===== config.mk =====
export PLATFORM = sky130hd
export DESIGN_NAME = memory_region_merge_clip_top
export DESIGN_NICKNAME = d
export VERILOG_FILES = /design/src/sv/mrmc_pkg.sv /design/src/sv/mrmc_ram.sv /design/src/sv/mrmc_flush.sv /design/src/sv/memory_region_merge_clip_top.sv
export VERILOG_INCLUDE_DIRS = /design/src /design/src/sv
export SDC_FILE = /design/constraint.sdc
export NUM_CORES = 2
export LEC_CHECK = 0
export BUFFER_PORTS_ARGS = -buffer_cell sky130_fd_sc_hd__buf_2
export CAP_MARGIN = 10
export CORE_ASPECT_RATIO = 1.75
export CORE_MARGIN = 5
export CORE_UTILIZATION = 38
export CTS_CLUSTER_SIZE = 30
export DETAILED_ROUTE_END_ITERATION = 10
export PLACE_DENSITY_LB_ADDON = 0.05
export SLEW_MARGIN = 20
export SYNTH_ARGS = -nofsm -noshare
export SYNTH_HDL_FRONTEND = slang
export SYNTH_SLANG_ARGS = --single-unit

===== constraint.sdc =====
create_clock -name clock -period 29 [get_ports clock]
set_input_delay 2.9 -clock clock [delete_from_list [all_inputs] [get_ports clock]]
set_output_delay 2.9 -clock clock [all_outputs]
set_load 0.02 [all_outputs]

===== src/sv/memory_region_merge_clip_top_assert.svh =====
// Assertion macros used by the block's top module.
// Each macro checks at the rising edge of clock and is off while reset is high.
`ifndef MEMORY_REGION_MERGE_CLIP_TOP_ASSERT_SVH
`define MEMORY_REGION_MERGE_CLIP_TOP_ASSERT_SVH

`ifndef SYNTHESIS

`define MRMC_ASSERT_HOLDS(lbl, cond, msg) \
   lbl: assert property (@(posedge clock) disable iff (reset) (cond)) else $error(msg);

`define MRMC_ASSERT_IMPLIES(lbl, pre, post, msg) \
   lbl: assert property (@(posedge clock) disable iff (reset) (pre) |-> (post)) else $error(msg);

`define MRMC_ASSERT_NEXT(lbl, pre, post, msg) \
   lbl: assert property (@(posedge clock) disable iff (reset) (pre) |=> (post)) else $error(msg);

`else

`define MRMC_ASSERT_HOLDS(lbl, cond, msg)

`define MRMC_ASSERT_IMPLIES(lbl, pre, post, msg)

`define MRMC_ASSERT_NEXT(lbl, pre, post, msg)

`endif

`endif


===== src/sv/mrmc_pkg.sv =====
package mrmc_pkg;

   localparam int MAX_REGIONS = 16;
   localparam int ADDR_BITS   = 52;
   localparam int SIZE_BITS   = ADDR_BITS + 1;
   localparam int IDX_W       = $clog2(MAX_REGIONS);
   localparam int CNT_W       = $clog2(MAX_REGIONS + 1);
   localparam int ENTRY_W     = ADDR_BITS + SIZE_BITS;

   typedef logic [ADDR_BITS-1:0] addr_type;
   typedef logic [SIZE_BITS-1:0] size_type;
   typedef logic [IDX_W-1:0]     idx_type;
   typedef logic [CNT_W-1:0]     cnt_type;

   localparam size_type ADDR_TOP = {1'b1, {ADDR_BITS{1'b0}}};
   localparam size_type SZ_4K    = size_type'(64'h1000);
   localparam size_type SZ_1G    = size_type'(64'h4000_0000);
   localparam logic RAM_REGION_FLAG = 1'b1;

   localparam logic CSR_WINDOW_START = 1'b0;
   localparam logic CSR_WINDOW_END   = 1'b1;

   typedef enum logic [1:0] {
      KIND_CONV   = 2'd0,
      KIND_RES    = 2'd1,
      KIND_STATUS = 2'd2
   } kind_type;

   typedef enum logic [2:0] {
      ST_OK       = 3'd0,
      ST_NO_RAM   = 3'd1,
      ST_TOO_MANY = 3'd2,
      ST_OVERLAP  = 3'd3,
      ST_NO_ISECT = 3'd4,
      ST_NO_RES   = 3'd5
   } status_type;

   typedef struct packed {
      logic     valid;
      addr_type cs;
      size_type ce;
   } flush_req_type;

   typedef struct packed {
      cnt_type  count;
      size_type conv_total;
      size_type res_total;
      logic     any_hi;
      logic     any_lo;
      logic     any_res;
   } merge_sum_type;

   typedef struct packed {
      logic     ok;
      addr_type start;
      size_type size;
   } clip_type;

   function automatic size_type round_up(size_type x, size_type a);
      return (x + (a - size_type'(1))) & ~(a - size_type'(1));
   endfunction

   function automatic size_type align_dn(size_type x, size_type a);
      return x & ~(a - size_type'(1));
   endfunction

   // clip one merged range to the window, align inward to 1 GiB
   function automatic clip_type clip(addr_type s, size_type e, addr_type ws, size_type we);
      size_type s_x;
      size_type ws_x;
      size_type lo;
      size_type hi;
      size_type a;
      size_type b;
      clip_type r;
      s_x  = {1'b0, s};
      ws_x = {1'b0, ws};
      lo   = (s_x > ws_x) ? s_x : ws_x;
      hi   = (e < we) ? e : we;
      a    = round_up(lo, SZ_1G);
      b    = align_dn(hi, SZ_1G);
      r.ok    = (e > ws_x) && (s_x < we) && (a < b);
      r.start = a[ADDR_BITS-1:0];
      r.size  = b - a;
      return r;
   endfunction

endpackage


===== src/sv/mrmc_ram.sv =====
module mrmc_ram #(
   parameter int WIDTH = 8,
   parameter int DEPTH = 16
) (
   input  logic                     clock,
   input  logic                     wr_en,
   input  logic [$clog2(DEPTH)-1:0] wr_addr,
   input  logic [WIDTH-1:0]         wr_data,
   input  logic [$clog2(DEPTH)-1:0] rd_addr,
   output logic [WIDTH-1:0]         rd_data
);

   logic [WIDTH-1:0] mem_ff [DEPTH];
   logic [WIDTH-1:0] rd_data_ff;

   always_ff @(posedge clock) begin
      if (wr_en) begin
         mem_ff[wr_addr] <= wr_data;
      end
      rd_data_ff <= mem_ff[rd_addr];
   end

   assign rd_data = rd_data_ff;

endmodule


===== src/sv/mrmc_flush.sv =====
module mrmc_flush (
   input  logic                    clock,
   input  logic                    reset,
   input  logic                    clear,
   input  mrmc_pkg::flush_req_type req,
   input  mrmc_pkg::addr_type      window_start,
   input  mrmc_pkg::size_type      window_end,
   input  mrmc_pkg::idx_type       rd_addr,
   output logic [mrmc_pkg::ENTRY_W-1:0] rd_data,
   output mrmc_pkg::merge_sum_type sum
);

   // stage 2: 4 KiB inward alignment
   mrmc_pkg::size_type a4;
   mrmc_pkg::size_type b4;
   logic               s2_v_in;
   logic               s2_v_ff;
   mrmc_pkg::addr_type s2_start_ff;
   mrmc_pkg::size_type s2_end_ff;

   // stage 3: write, window check, totals
   mrmc_pkg::size_type s3_size;
   mrmc_pkg::clip_type s3_clip;
   mrmc_pkg::cnt_type  count_ff;
   mrmc_pkg::size_type conv_total_ff;
   mrmc_pkg::size_type res_total_ff;
   logic               any_hi_ff;
   logic               any_lo_ff;
   logic               any_res_ff;

   always_comb begin
      a4      = mrmc_pkg::round_up({1'b0, req.cs}, mrmc_pkg::SZ_4K);
      b4      = mrmc_pkg::align_dn(req.ce, mrmc_pkg::SZ_4K);
      s2_v_in = req.valid && (a4 < b4);
      s3_size = s2_end_ff - {1'b0, s2_start_ff};
      s3_clip = mrmc_pkg::clip(s2_start_ff, s2_end_ff, window_start, window_end);
   end

   always_ff @(posedge clock) begin
      s2_start_ff <= a4[mrmc_pkg::ADDR_BITS-1:0];
      s2_end_ff   <= b4;
      if (reset || clear) begin
         s2_v_ff       <= 1'b0;
         count_ff      <= '0;
         conv_total_ff <= '0;
         res_total_ff  <= '0;
         any_hi_ff     <= 1'b0;
         any_lo_ff     <= 1'b0;
         any_res_ff    <= 1'b0;
      end else begin
         s2_v_ff <= s2_v_in;
         if (s2_v_ff) begin
            count_ff      <= count_ff + mrmc_pkg::cnt_type'(1);
            conv_total_ff <= conv_total_ff + s3_size;
            if (s3_clip.ok) begin
               res_total_ff <= res_total_ff + s3_clip.size;
               any_res_ff   <= 1'b1;
            end
            if (s2_end_ff > {1'b0, window_start}) begin
               any_hi_ff <= 1'b1;
            end
            if ({1'b0, s2_start_ff} < window_end) begin
               any_lo_ff <= 1'b1;
            end
         end
      end
   end

   mrmc_ram #(
      .WIDTH(mrmc_pkg::ENTRY_W),
      .DEPTH(mrmc_pkg::MAX_REGIONS)
   ) u_merged_ram (
      .clock  (clock),
      .wr_en  (s2_v_ff),
      .wr_addr(count_ff[mrmc_pkg::IDX_W-1:0]),
      .wr_data({s2_start_ff, s3_size}),
      .rd_addr(rd_addr),
      .rd_data(rd_data)
   );

   always_comb begin
      sum.count      = count_ff;
      sum.conv_total = conv_total_ff;
      sum.res_total  = res_total_ff;
      sum.any_hi     = any_hi_ff;
      sum.any_lo     = any_lo_ff;
      sum.any_res    = any_res_ff;
   end

endmodule


===== src/sv/memory_region_merge_clip_top.sv =====
// Memory region merge and clip.
// Input channel: a region word is taken when start is high and busy is low.
// RAM regions are written to the load memory, one word per cycle, up to 16;
// a RAM region beyond that is dropped and flags the run as too many.
// A word with req_last_region high starts a run; busy stays high until the
// status word has gone out. The run selects regions in start order (equal
// starts in load order) with one sweep of the load memory per region and
// merges them; the last range is then flushed and the status picked, two
// passes go over the merged memory, and the run ends in the status word.
// Results: convertible ranges, reserved ranges, then one status word with
// rsp_last_result high; each shows on the rsp_ ports for one cycle under
// rsp_valid. There is no backpressure: the receiver must take every word.
// An error run gives the status word only, with both totals zero.
// Config: csr_valid/csr_ready writes window_start (index 0) or window_end
// (index 1); csr_ready is always high. Write only while busy is low.
// Reset (synchronous, active high) empties the load list, clears the window
// registers and returns to idle; memory contents are left as they are.
`include "memory_region_merge_clip_top_assert.svh"

module memory_region_merge_clip_top (
   input  logic        clock,
   input  logic        reset,
   input  logic        start,
   output logic        busy,
   input  logic [51:0] req_region_start,
   input  logic [52:0] req_region_size,
   input  logic        req_region_is_ram,
   input  logic        req_last_region,
   output logic        rsp_valid,
   output logic [1:0]  rsp_item_kind,
   output logic [51:0] rsp_out_start,
   output logic [52:0] rsp_out_size,
   output logic [2:0]  rsp_status,
   output logic [52:0] rsp_convertible_total,
   output logic [52:0] rsp_reserved_total,
   output logic        rsp_last_result,
   input  logic        csr_valid,
   output logic        csr_ready,
   input  logic [0:0]  csr_index,
   input  logic [52:0] csr_data
);

   typedef enum logic [12:0] {
      S_LOAD   = 13'b0000000000001,
      S_CHECK  = 13'b0000000000010,
      S_SEL    = 13'b0000000000100,
      S_LAST   = 13'b0000000001000,
      S_ENDC   = 13'b0000000010000,
      S_MERGE  = 13'b0000000100000,
      S_FINAL  = 13'b0000001000000,
      S_DRAIN  = 13'b0000010000000,
      S_DECIDE = 13'b0000100000000,
      S_EMIT_C = 13'b0001000000000,
      S_EMIT_R = 13'b0010000000000,
      S_TAIL   = 13'b0100000000000,
      S_STATUS = 13'b1000000000000
   } state_type;

   state_type state_ff, state_in;

   // window registers
   mrmc_pkg::addr_type win_start_ff;
   mrmc_pkg::size_type win_end_ff;

   // load side
   mrmc_pkg::cnt_type cnt_ff, cnt_in;
   logic              ovf_ff, ovf_in;
   logic              ld_we;
   mrmc_pkg::idx_type ld_raddr;
   logic [mrmc_pkg::ENTRY_W-1:0] ld_rdata;
   mrmc_pkg::idx_type last_idx;

   // selection sweep
   mrmc_pkg::idx_type  j_ff, j_in;
   mrmc_pkg::idx_type  r_ff, r_in;
   logic               rd_v_ff, rd_v_in;
   mrmc_pkg::idx_type  rd_j_ff;
   logic               have_prev_ff, have_prev_in;
   mrmc_pkg::addr_type prev_start_ff, prev_start_in;
   mrmc_pkg::idx_type  prev_idx_ff, prev_idx_in;
   logic               have_best_ff, have_best_in;
   mrmc_pkg::addr_type best_start_ff, best_start_in;
   mrmc_pkg::size_type best_size_ff, best_size_in;
   mrmc_pkg::idx_type  best_idx_ff, best_idx_in;
   mrmc_pkg::addr_type cand_start;
   logic [mrmc_pkg::ADDR_BITS+mrmc_pkg::IDX_W-1:0] cand_key;
   logic               cand_gt_prev;
   logic               cand_lt_best;

   // merge state
   logic [mrmc_pkg::SIZE_BITS:0] end_sum;
   mrmc_pkg::size_type end_ff, end_in;
   mrmc_pkg::addr_type cs_ff, cs_in;
   mrmc_pkg::size_type ce_ff, ce_in;
   mrmc_pkg::flush_req_type flreq_ff, flreq_in;
   logic               drain_ff, drain_in;
   mrmc_pkg::status_type status_ff, status_in;
   logic               fl_clear;
   mrmc_pkg::merge_sum_type msum;

   // emission
   mrmc_pkg::idx_type  t_ff, t_in;
   mrmc_pkg::idx_type  mrg_last;
   logic               em_v_ff, em_v_in;
   mrmc_pkg::kind_type em_kind_ff, em_kind_in;
   logic [mrmc_pkg::ENTRY_W-1:0] mrg_rdata;
   mrmc_pkg::addr_type em_start;
   mrmc_pkg::size_type em_size;
   mrmc_pkg::clip_type em_clip;

   // result registers
   logic               rsp_valid_ff, rsp_valid_in;
   mrmc_pkg::kind_type rsp_kind_ff, rsp_kind_in;
   mrmc_pkg::addr_type rsp_start_ff, rsp_start_in;
   mrmc_pkg::size_type rsp_size_ff, rsp_size_in;
   mrmc_pkg::status_type rsp_status_ff, rsp_status_in;
   mrmc_pkg::size_type rsp_ct_ff, rsp_ct_in;
   mrmc_pkg::size_type rsp_rt_ff, rsp_rt_in;
   logic               rsp_last_ff, rsp_last_in;

   logic accept;

   assign busy      = (state_ff != S_LOAD);
   assign csr_ready = 1'b1;
   assign accept    = start && !busy;
   assign ld_we     = accept && (req_region_is_ram == mrmc_pkg::RAM_REGION_FLAG) &&
                      (cnt_ff < mrmc_pkg::cnt_type'(mrmc_pkg::MAX_REGIONS));
   assign last_idx  = mrmc_pkg::idx_type'(cnt_ff - mrmc_pkg::cnt_type'(1));
   assign mrg_last  = mrmc_pkg::idx_type'(msum.count - mrmc_pkg::cnt_type'(1));

   // config window
   always_ff @(posedge clock) begin
      if (reset) begin
         win_start_ff <= '0;
         win_end_ff   <= '0;
      end else if (csr_valid && csr_ready) begin
         case (csr_index)
            mrmc_pkg::CSR_WINDOW_START: win_start_ff <= csr_data[mrmc_pkg::ADDR_BITS-1:0];
            mrmc_pkg::CSR_WINDOW_END:   win_end_ff   <= csr_data;
            default: ;
         endcase
      end
   end

   mrmc_ram #(
      .WIDTH(mrmc_pkg::ENTRY_W),
      .DEPTH(mrmc_pkg::MAX_REGIONS)
   ) u_load_ram (
      .clock  (clock),
      .wr_en  (ld_we),
      .wr_addr(cnt_ff[mrmc_pkg::IDX_W-1:0]),
      .wr_data({req_region_start, req_region_size}),
      .rd_addr(ld_raddr),
      .rd_data(ld_rdata)
   );

   mrmc_flush u_flush (
      .clock       (clock),
      .reset       (reset),
      .clear       (fl_clear),
      .req         (flreq_ff),
      .window_start(win_start_ff),
      .window_end  (win_end_ff),
      .rd_addr     (t_ff),
      .rd_data     (mrg_rdata),
      .sum         (msum)
   );

   // stable selection: smallest {start, load index} above the previous pick
   always_comb begin
      cand_start   = ld_rdata[mrmc_pkg::ENTRY_W-1:mrmc_pkg::SIZE_BITS];
      cand_key     = {cand_start, rd_j_ff};
      cand_gt_prev = !have_prev_ff || (cand_key > {prev_start_ff, prev_idx_ff});
      cand_lt_best = !have_best_ff || (cand_key < {best_start_ff, best_idx_ff});
   end

   // region end, saturated at the top of the address space
   always_comb begin
      end_sum = {2'b00, best_start_ff} + {1'b0, best_size_ff};
      if (end_sum > {1'b0, mrmc_pkg::ADDR_TOP}) begin
         end_in = mrmc_pkg::ADDR_TOP;
      end else begin
         end_in = end_sum[mrmc_pkg::SIZE_BITS-1:0];
      end
   end

   // emitted range, clipped for the reserved pass
   always_comb begin
      em_start = mrg_rdata[mrmc_pkg::ENTRY_W-1:mrmc_pkg::SIZE_BITS];
      em_size  = mrg_rdata[mrmc_pkg::SIZE_BITS-1:0];
      em_clip  = mrmc_pkg::clip(em_start, {1'b0, em_start} + em_size,
                                win_start_ff, win_end_ff);
   end

   always_comb begin
      state_in      = state_ff;
      cnt_in        = cnt_ff;
      ovf_in        = ovf_ff;
      ld_raddr      = j_ff;
      j_in          = j_ff;
      r_in          = r_ff;
      rd_v_in       = 1'b0;
      have_prev_in  = have_prev_ff;
      prev_start_in = prev_start_ff;
      prev_idx_in   = prev_idx_ff;
      have_best_in  = have_best_ff;
      best_start_in = best_start_ff;
      best_size_in  = best_size_ff;
      best_idx_in   = best_idx_ff;
      cs_in         = cs_ff;
      ce_in         = ce_ff;
      flreq_in      = '0;
      drain_in      = drain_ff;
      status_in     = status_ff;
      fl_clear      = 1'b0;
      t_in          = t_ff;
      em_v_in       = 1'b0;
      em_kind_in    = em_kind_ff;
      rsp_valid_in  = 1'b0;
      rsp_kind_in   = rsp_kind_ff;
      rsp_start_in  = rsp_start_ff;
      rsp_size_in   = rsp_size_ff;
      rsp_status_in = rsp_status_ff;
      rsp_ct_in     = rsp_ct_ff;
      rsp_rt_in     = rsp_rt_ff;
      rsp_last_in   = rsp_last_ff;

      // sweep compare, one load entry per cycle
      if (rd_v_ff && cand_gt_prev && cand_lt_best) begin
         have_best_in  = 1'b1;
         best_start_in = cand_start;
         best_size_in  = ld_rdata[mrmc_pkg::SIZE_BITS-1:0];
         best_idx_in   = rd_j_ff;
      end

      // result word from the merged memory read
      if (em_v_ff) begin
         rsp_kind_in   = em_kind_ff;
         rsp_status_in = mrmc_pkg::ST_OK;
         rsp_ct_in     = '0;
         rsp_rt_in     = '0;
         rsp_last_in   = 1'b0;
         if (em_kind_ff == mrmc_pkg::KIND_RES) begin
            rsp_valid_in = em_clip.ok;
            rsp_start_in = em_clip.start;
            rsp_size_in  = em_clip.size;
         end else begin
            rsp_valid_in = 1'b1;
            rsp_start_in = em_start;
            rsp_size_in  = em_size;
         end
      end

      case (state_ff)
         S_LOAD: begin
            if (accept) begin
               if (req_region_is_ram == mrmc_pkg::RAM_REGION_FLAG) begin
                  if (ld_we) begin
                     cnt_in = cnt_ff + mrmc_pkg::cnt_type'(1);
                  end else begin
                     ovf_in = 1'b1;
                  end
               end
               if (req_last_region) begin
                  state_in = S_CHECK;
               end
            end
         end
         S_CHECK: begin
            fl_clear     = 1'b1;
            have_prev_in = 1'b0;
            have_best_in = 1'b0;
            r_in         = '0;
            j_in         = '0;
            status_in    = mrmc_pkg::ST_OK;
            if (cnt_ff == '0) begin
               status_in = mrmc_pkg::ST_NO_RAM;
               state_in  = S_STATUS;
            end else if (ovf_ff) begin
               status_in = mrmc_pkg::ST_TOO_MANY;
               state_in  = S_STATUS;
            end else begin
               state_in = S_SEL;
            end
         end
         S_SEL: begin
            rd_v_in = 1'b1;
            if (j_ff == last_idx) begin
               state_in = S_LAST;
            end else begin
               j_in = j_ff + mrmc_pkg::idx_type'(1);
            end
         end
         S_LAST: begin
            state_in = S_ENDC;
         end
         S_ENDC: begin
            state_in = S_MERGE;
         end
         S_MERGE: begin
            have_prev_in  = 1'b1;
            prev_start_in = best_start_ff;
            prev_idx_in   = best_idx_ff;
            if (r_ff == '0) begin
               cs_in = best_start_ff;
               ce_in = end_ff;
            end else if (ce_ff > {1'b0, best_start_ff}) begin
               status_in = mrmc_pkg::ST_OVERLAP;
            end else if (ce_ff == {1'b0, best_start_ff}) begin
               ce_in = end_ff;
            end else begin
               flreq_in.valid = 1'b1;
               flreq_in.cs    = cs_ff;
               flreq_in.ce    = ce_ff;
               cs_in          = best_start_ff;
               ce_in          = end_ff;
            end
            if ((r_ff != '0) && (ce_ff > {1'b0, best_start_ff})) begin
               state_in = S_STATUS;
            end else if (r_ff == last_idx) begin
               state_in = S_FINAL;
            end else begin
               r_in         = r_ff + mrmc_pkg::idx_type'(1);
               j_in         = '0;
               have_best_in = 1'b0;
               state_in     = S_SEL;
            end
         end
         S_FINAL: begin
            flreq_in.valid = 1'b1;
            flreq_in.cs    = cs_ff;
            flreq_in.ce    = ce_ff;
            drain_in       = 1'b0;
            state_in       = S_DRAIN;
         end
         S_DRAIN: begin
            // let the flush stages settle before the decision
            drain_in = 1'b1;
            if (drain_ff) begin
               state_in = S_DECIDE;
            end
         end
         S_DECIDE: begin
            t_in = '0;
            if (!msum.any_hi || !msum.any_lo) begin
               status_in = mrmc_pkg::ST_NO_ISECT;
               state_in  = S_STATUS;
            end else if (!msum.any_res) begin
               status_in = mrmc_pkg::ST_NO_RES;
               state_in  = S_STATUS;
            end else begin
               state_in = S_EMIT_C;
            end
         end
         S_EMIT_C: begin
            em_v_in    = 1'b1;
            em_kind_in = mrmc_pkg::KIND_CONV;
            if (t_ff == mrg_last) begin
               t_in     = '0;
               state_in = S_EMIT_R;
            end else begin
               t_in = t_ff + mrmc_pkg::idx_type'(1);
            end
         end
         S_EMIT_R: begin
            em_v_in    = 1'b1;
            em_kind_in = mrmc_pkg::KIND_RES;
            if (t_ff == mrg_last) begin
               state_in = S_TAIL;
            end else begin
               t_in = t_ff + mrmc_pkg::idx_type'(1);
            end
         end
         S_TAIL: begin
            state_in = S_STATUS;
         end
         S_STATUS: begin
            rsp_valid_in  = 1'b1;
            rsp_kind_in   = mrmc_pkg::KIND_STATUS;
            rsp_start_in  = '0;
            rsp_size_in   = '0;
            rsp_status_in = status_ff;
            rsp_last_in   = 1'b1;
            if (status_ff == mrmc_pkg::ST_OK) begin
               rsp_ct_in = msum.conv_total;
               rsp_rt_in = msum.res_total;
            end else begin
               rsp_ct_in = '0;
               rsp_rt_in = '0;
            end
            cnt_in   = '0;
            ovf_in   = 1'b0;
            state_in = S_LOAD;
         end
         default: begin
            state_in = S_LOAD;
         end
      endcase
   end

   always_ff @(posedge clock) begin
      // payload
      rd_j_ff       <= j_ff;
      prev_start_ff <= prev_start_in;
      prev_idx_ff   <= prev_idx_in;
      best_start_ff <= best_start_in;
      best_size_ff  <= best_size_in;
      best_idx_ff   <= best_idx_in;
      end_ff        <= end_in;
      cs_ff         <= cs_in;
      ce_ff         <= ce_in;
      em_kind_ff    <= em_kind_in;
      rsp_kind_ff   <= rsp_kind_in;
      rsp_start_ff  <= rsp_start_in;
      rsp_size_ff   <= rsp_size_in;
      rsp_status_ff <= rsp_status_in;
      rsp_ct_ff     <= rsp_ct_in;
      rsp_rt_ff     <= rsp_rt_in;
      rsp_last_ff   <= rsp_last_in;
      if (reset) begin
         state_ff     <= S_LOAD;
         cnt_ff       <= '0;
         ovf_ff       <= 1'b0;
         j_ff         <= '0;
         r_ff         <= '0;
         rd_v_ff      <= 1'b0;
         have_prev_ff <= 1'b0;
         have_best_ff <= 1'b0;
         flreq_ff     <= '0;
         drain_ff     <= 1'b0;
         status_ff    <= mrmc_pkg::ST_OK;
         t_ff         <= '0;
         em_v_ff      <= 1'b0;
         rsp_valid_ff <= 1'b0;
      end else begin
         state_ff     <= state_in;
         cnt_ff       <= cnt_in;
         ovf_ff       <= ovf_in;
         j_ff         <= j_in;
         r_ff         <= r_in;
         rd_v_ff      <= rd_v_in;
         have_prev_ff <= have_prev_in;
         have_best_ff <= have_best_in;
         flreq_ff     <= flreq_in;
         drain_ff     <= drain_in;
         status_ff    <= status_in;
         t_ff         <= t_in;
         em_v_ff      <= em_v_in;
         rsp_valid_ff <= rsp_valid_in;
      end
   end

   assign rsp_valid             = rsp_valid_ff;
   assign rsp_item_kind         = rsp_kind_ff;
   assign rsp_out_start         = rsp_start_ff;
   assign rsp_out_size          = rsp_size_ff;
   assign rsp_status            = rsp_status_ff;
   assign rsp_convertible_total = rsp_ct_ff;
   assign rsp_reserved_total    = rsp_rt_ff;
   assign rsp_last_result       = rsp_last_ff;

   `MRMC_ASSERT_IMPLIES(a_status_frees, rsp_valid && rsp_last_result, !busy, "busy after status word")
   `MRMC_ASSERT_NEXT(a_last_goes_busy, start && !busy && req_last_region, busy, "run did not start")
   `MRMC_ASSERT_IMPLIES(a_error_only_status, rsp_valid && (rsp_status != mrmc_pkg::ST_OK), rsp_item_kind == mrmc_pkg::KIND_STATUS, "range word with error status")
   `MRMC_ASSERT_HOLDS(a_count_bound, cnt_ff <= mrmc_pkg::cnt_type'(mrmc_pkg::MAX_REGIONS), "load count past table size")

endmodule


==> results.tsv <==
metric	value	unit
die outline height	906.1	um
count of flip-flops with a built-in enable after synthesis	3341	
first-pass GRT wire length	821500	um
WP data required	29.90	ns
post-route total power	12.19	mW
setup total negative slack	0	ns
count of buffers added by post-CTS timing repair for setup	0	
number of top-level pins	385	
RSZ-0062 raised after global routing	false	
number of flip-flops and latches in the synthesized netlist	4086	
total number of placement rows	329	
multiplexer area fraction after synthesis	12.08	%
top post-synthesis cells by area	sky130_fd_sc_hd__edfxtp_1 58%, sky130_fd_sc_hd__mux4_2 8.9%, sky130_fd_sc_hd__dfxtp_1 8.6%, sky130_fd_sc_hd__ha_1 5.8%, sky130_fd_sc_hd__mux2i_1 2.3%	
DRT Pass-1 Iters	7	
Crit-path slowest cell	sky130_fd_sc_hd__o41ai_1	
remaining max-slew budget at the tightest pin	18.32	%
Critical Path AT	11.06	ns
number of distinct library cells after synthesis	94	
Fin. Hold Viols	0	
starting density of the core	38.05	%
cell area after synthesis	174400	um^2
number of pins exceeding their max-slew limit in the final report	0	
die outline area	473000	um^2
top layer in use	met5	
Post-CTS Hold Fix Bufs	0	
Post-Synth Simple-Gate Area	5.328	%
Multi-input gate area	56460	um^2
Critical Path End Type	flop	
leading cell types in the layout, fill and taps excluded	3341 x sky130_fd_sc_hd__edfxtp_1, 805 x sky130_fd_sc_hd__ha_1, 735 x sky130_fd_sc_hd__dfxtp_1	
clock transition at the registers of the reported paths	0.07	ns
area added between synthesis and finish	13.74	%
routed wl met3	23340	um
vias in the first global route	104962	
Worst IR Drop VDD	0.05417	mV
clock tree root driver cell	sky130_fd_sc_hd__clkbuf_16	
maximum number of buffers from clock root to sink	4	
DR vias	100014	
worst setup slack after placement	18.93	ns
total number of yosys warnings	0	
delay of the slowest cell on the worst path	0.95	ns
fraction of the mapped netlist area in compound gates	6.792	%
core footprint	458200	um^2
Synth Area per Inst	15.76	um^2
estimated wirelength of the detail-placed design	396000	um
total number of clock tree sinks	4086	
final critical-path setup slack	18.84	ns
filler cell count	40995	
share of synthesized cell area in full adder, half adder and majority cells	6.087	%
startpoint-to-endpoint class of the critical path	flop to flop	
final setup violation count	0	
minimum period implied by the final worst setup slack	10.16	ns
cell type with the largest total area after synthesis	sky130_fd_sc_hd__edfxtp_1	
startpoint type of the worst setup path	flop	
number of buffer cells added on primary ports	344	
proportion of register bits with asynchronous set or reset after synthesis	0	%
status	completed	
Max Freq	98.44	MHz
TritonCTS Buffers	397	
gr usage total	24.53	%
most common cell after layout, fill and taps aside	sky130_fd_sc_hd__edfxtp_1	
TritonCTS clock tree	yes	
count of instances resized after the clock tree is built	0	
number of violations of the max-capacitance limit	0	
Worst-Skew Late Latency	1.03	ns
xor-xnor portion of the synthesized cell area	1.628	%
Clock H-tree levels	5	
worst-case hold slack	0.3398	ns
wire length the detailed router placed on met1	215400	um
transition time of the tightest slew-check pin	1.191	ns
DRC marker count from the first detailed-route iteration	6890	
Tcrit/Tclk final	35.03	%
worst clock skew	0.06271	ns
initial antenna violation count	80	
dominant combinational cell family by area after synthesis	multiplexers	
largest fanout on the critical path	23	
maximum number of pins on one net before global-route repair	114	
final antenna-violating net count	0	
mean number of vias per cell	5.485	
sequential share of the synthesized area	66.10	%
post-synth top area share	57.54	%
wire length per cell	32.47	um
most common flop cell mapped by yosys	sky130_fd_sc_hd__edfxtp_1	
routability congestion estimate	0.9265	
DRC	0	
fraction of layout cells with a size suffix above 1	18.18	%
Detailed Route WL	592000	um
classification of the worst-slack hold path	flop to flop	
Leakage	64.65	nW
number of instances in the synthesized netlist	11063	
total grt overflow	0	
number of nets at the end of the flow	12634	
horizontal die dimension	522.0	um
detailed route wirelength on metal2	318500	um
Seq. cell area	115300	um^2
PD cells	61.47	nW/um^2
[flip-flops by register name (all words and copies together), names as in the netlist, 52 cells and up]
name / count
u_flush.u_merged_ram.rd_data: 81
u_load_ram.mem_ff: 1680
u_flush.u_merged_ram.mem_ff: 1296
win_start_ff: 52
end_ff: 53
u_load_ram.rd_data: 105
best_start_ff: 52
flreq_ff: 94
win_end_ff: 53
cs_ff: 52
ce_ff: 53
prev_start_ff: 52
best_size_ff: 53
[report_power, final]
part | leakage, nW | switching, mW | total (mW) | internal [mW]
combinational | 24.9 | 0.305 | 0.466 | 0.161
clock | 6.41 | 2.32 | 5.30 | 2.97
sequential | 33.3 | 0.0571 | 6.43 | 6.37
[routing by layer]
layer	global-route usage, %	up-vias
met5	0	-
met4	12.57	44
met3	3.293	968
met2	45.68	2365
met1	27.03	52367
li1	-	44270
[metrics by stage]
step / util, % / cells / area, um^2
after CTS: 43.21 / 18104 / 198000
final: 43.29 / 18234 / 198300
after global routing: 43.27 / 18214 / 198300
after global placement: 40.32 / 17360 / 184700
after detailed placement: 40.33 / 17361 / 184800
after floorplan: - / 11101 / 174500
[cell families (layout without fill, tap and decap cells)]
| group | count (synthesis) | after routing |
|---|---|---|
| adder cells (fa/ha/maj) | 832 | 832 |
| multiplexers | 1227 | 1227 |
| AO/OA/AOI/OAI | 1855 | 1855 |
| other | 2 | 170 |
| AND/OR/NAND/NOR | 1863 | 1863 |
| XOR/XNOR | 324 | 324 |
| buffers and inverters | 874 | 1754 |
| flip-flops | 4086 | 4086 |
[path summary, 6_finish.rpt]
| path | to | cells past startpoint | slack [ns] | startpoint |
|---|---|---|---|---|
| setup / recovery | rsp_valid$_SDFF_PP0_ | 36 | 18.84 | u_flush.u_merged_ram.rd_data[65]$_DFF_P_ |
| hold reg to reg | u_flush.s2_end_ff[30]$_DFF_P_ | 0 | 0.34 | flreq_ff[30]$_SDFF_PP0_ |
| setup reg to reg | rsp_valid$_SDFF_PP0_ | 36 | 18.84 | u_flush.u_merged_ram.rd_data[65]$_DFF_P_ |
| hold / removal | u_flush.s2_end_ff[30]$_DFF_P_ | 0 | 0.34 | flreq_ff[30]$_SDFF_PP0_ |
[worst max-delay path: cells and delay by family (launching register included)]
kind	cells	cell delay (ns)
AO/OA/AOI/OAI	25	6.82
XOR/XNOR	1	0.28
adder cells (fa/ha/maj)	4	1.29
buffers and inverters	1	0.34
flip-flops	1	0.39
multiplexers	1	0.41
AND/OR/NAND/NOR	4	0.52
[layout make-up]
type                       count  share of cell area [%]
multi-input combinational   6141                   28.47
timing repair buffer         603                   1.931
tap                         6123                   3.863
sequential                  4086                   58.13
clock inverter               190                   1.001
inverter                     408                  0.7735
antenna                      130                  0.1640
clock buffer                 553                   5.671
[Yosys cell counts, drive strengths merged, types with 89 or more instances]
| cell type | instances |
|---|---|
| nor2 | 397 |
| and2 | 225 |
| mux4 | 687 |
| o21ai | 403 |
| buf | 138 |
| a21oi | 586 |
| a221oi | 89 |
| clkbuf | 327 |
| dfxtp | 745 |
| a22oi | 96 |
| mux2i | 398 |
| nand2b | 93 |
| xor2 | 119 |
| nor3 | 92 |
| nand4 | 138 |
| nor2b | 107 |
| nand2 | 524 |
| ha | 805 |
| xnor2 | 205 |
| inv | 408 |
| nand3 | 95 |
| a21o | 289 |
| mux2 | 142 |
| edfxtp | 3341 |
No activity file was read; power rests on OpenSTA's default activity.
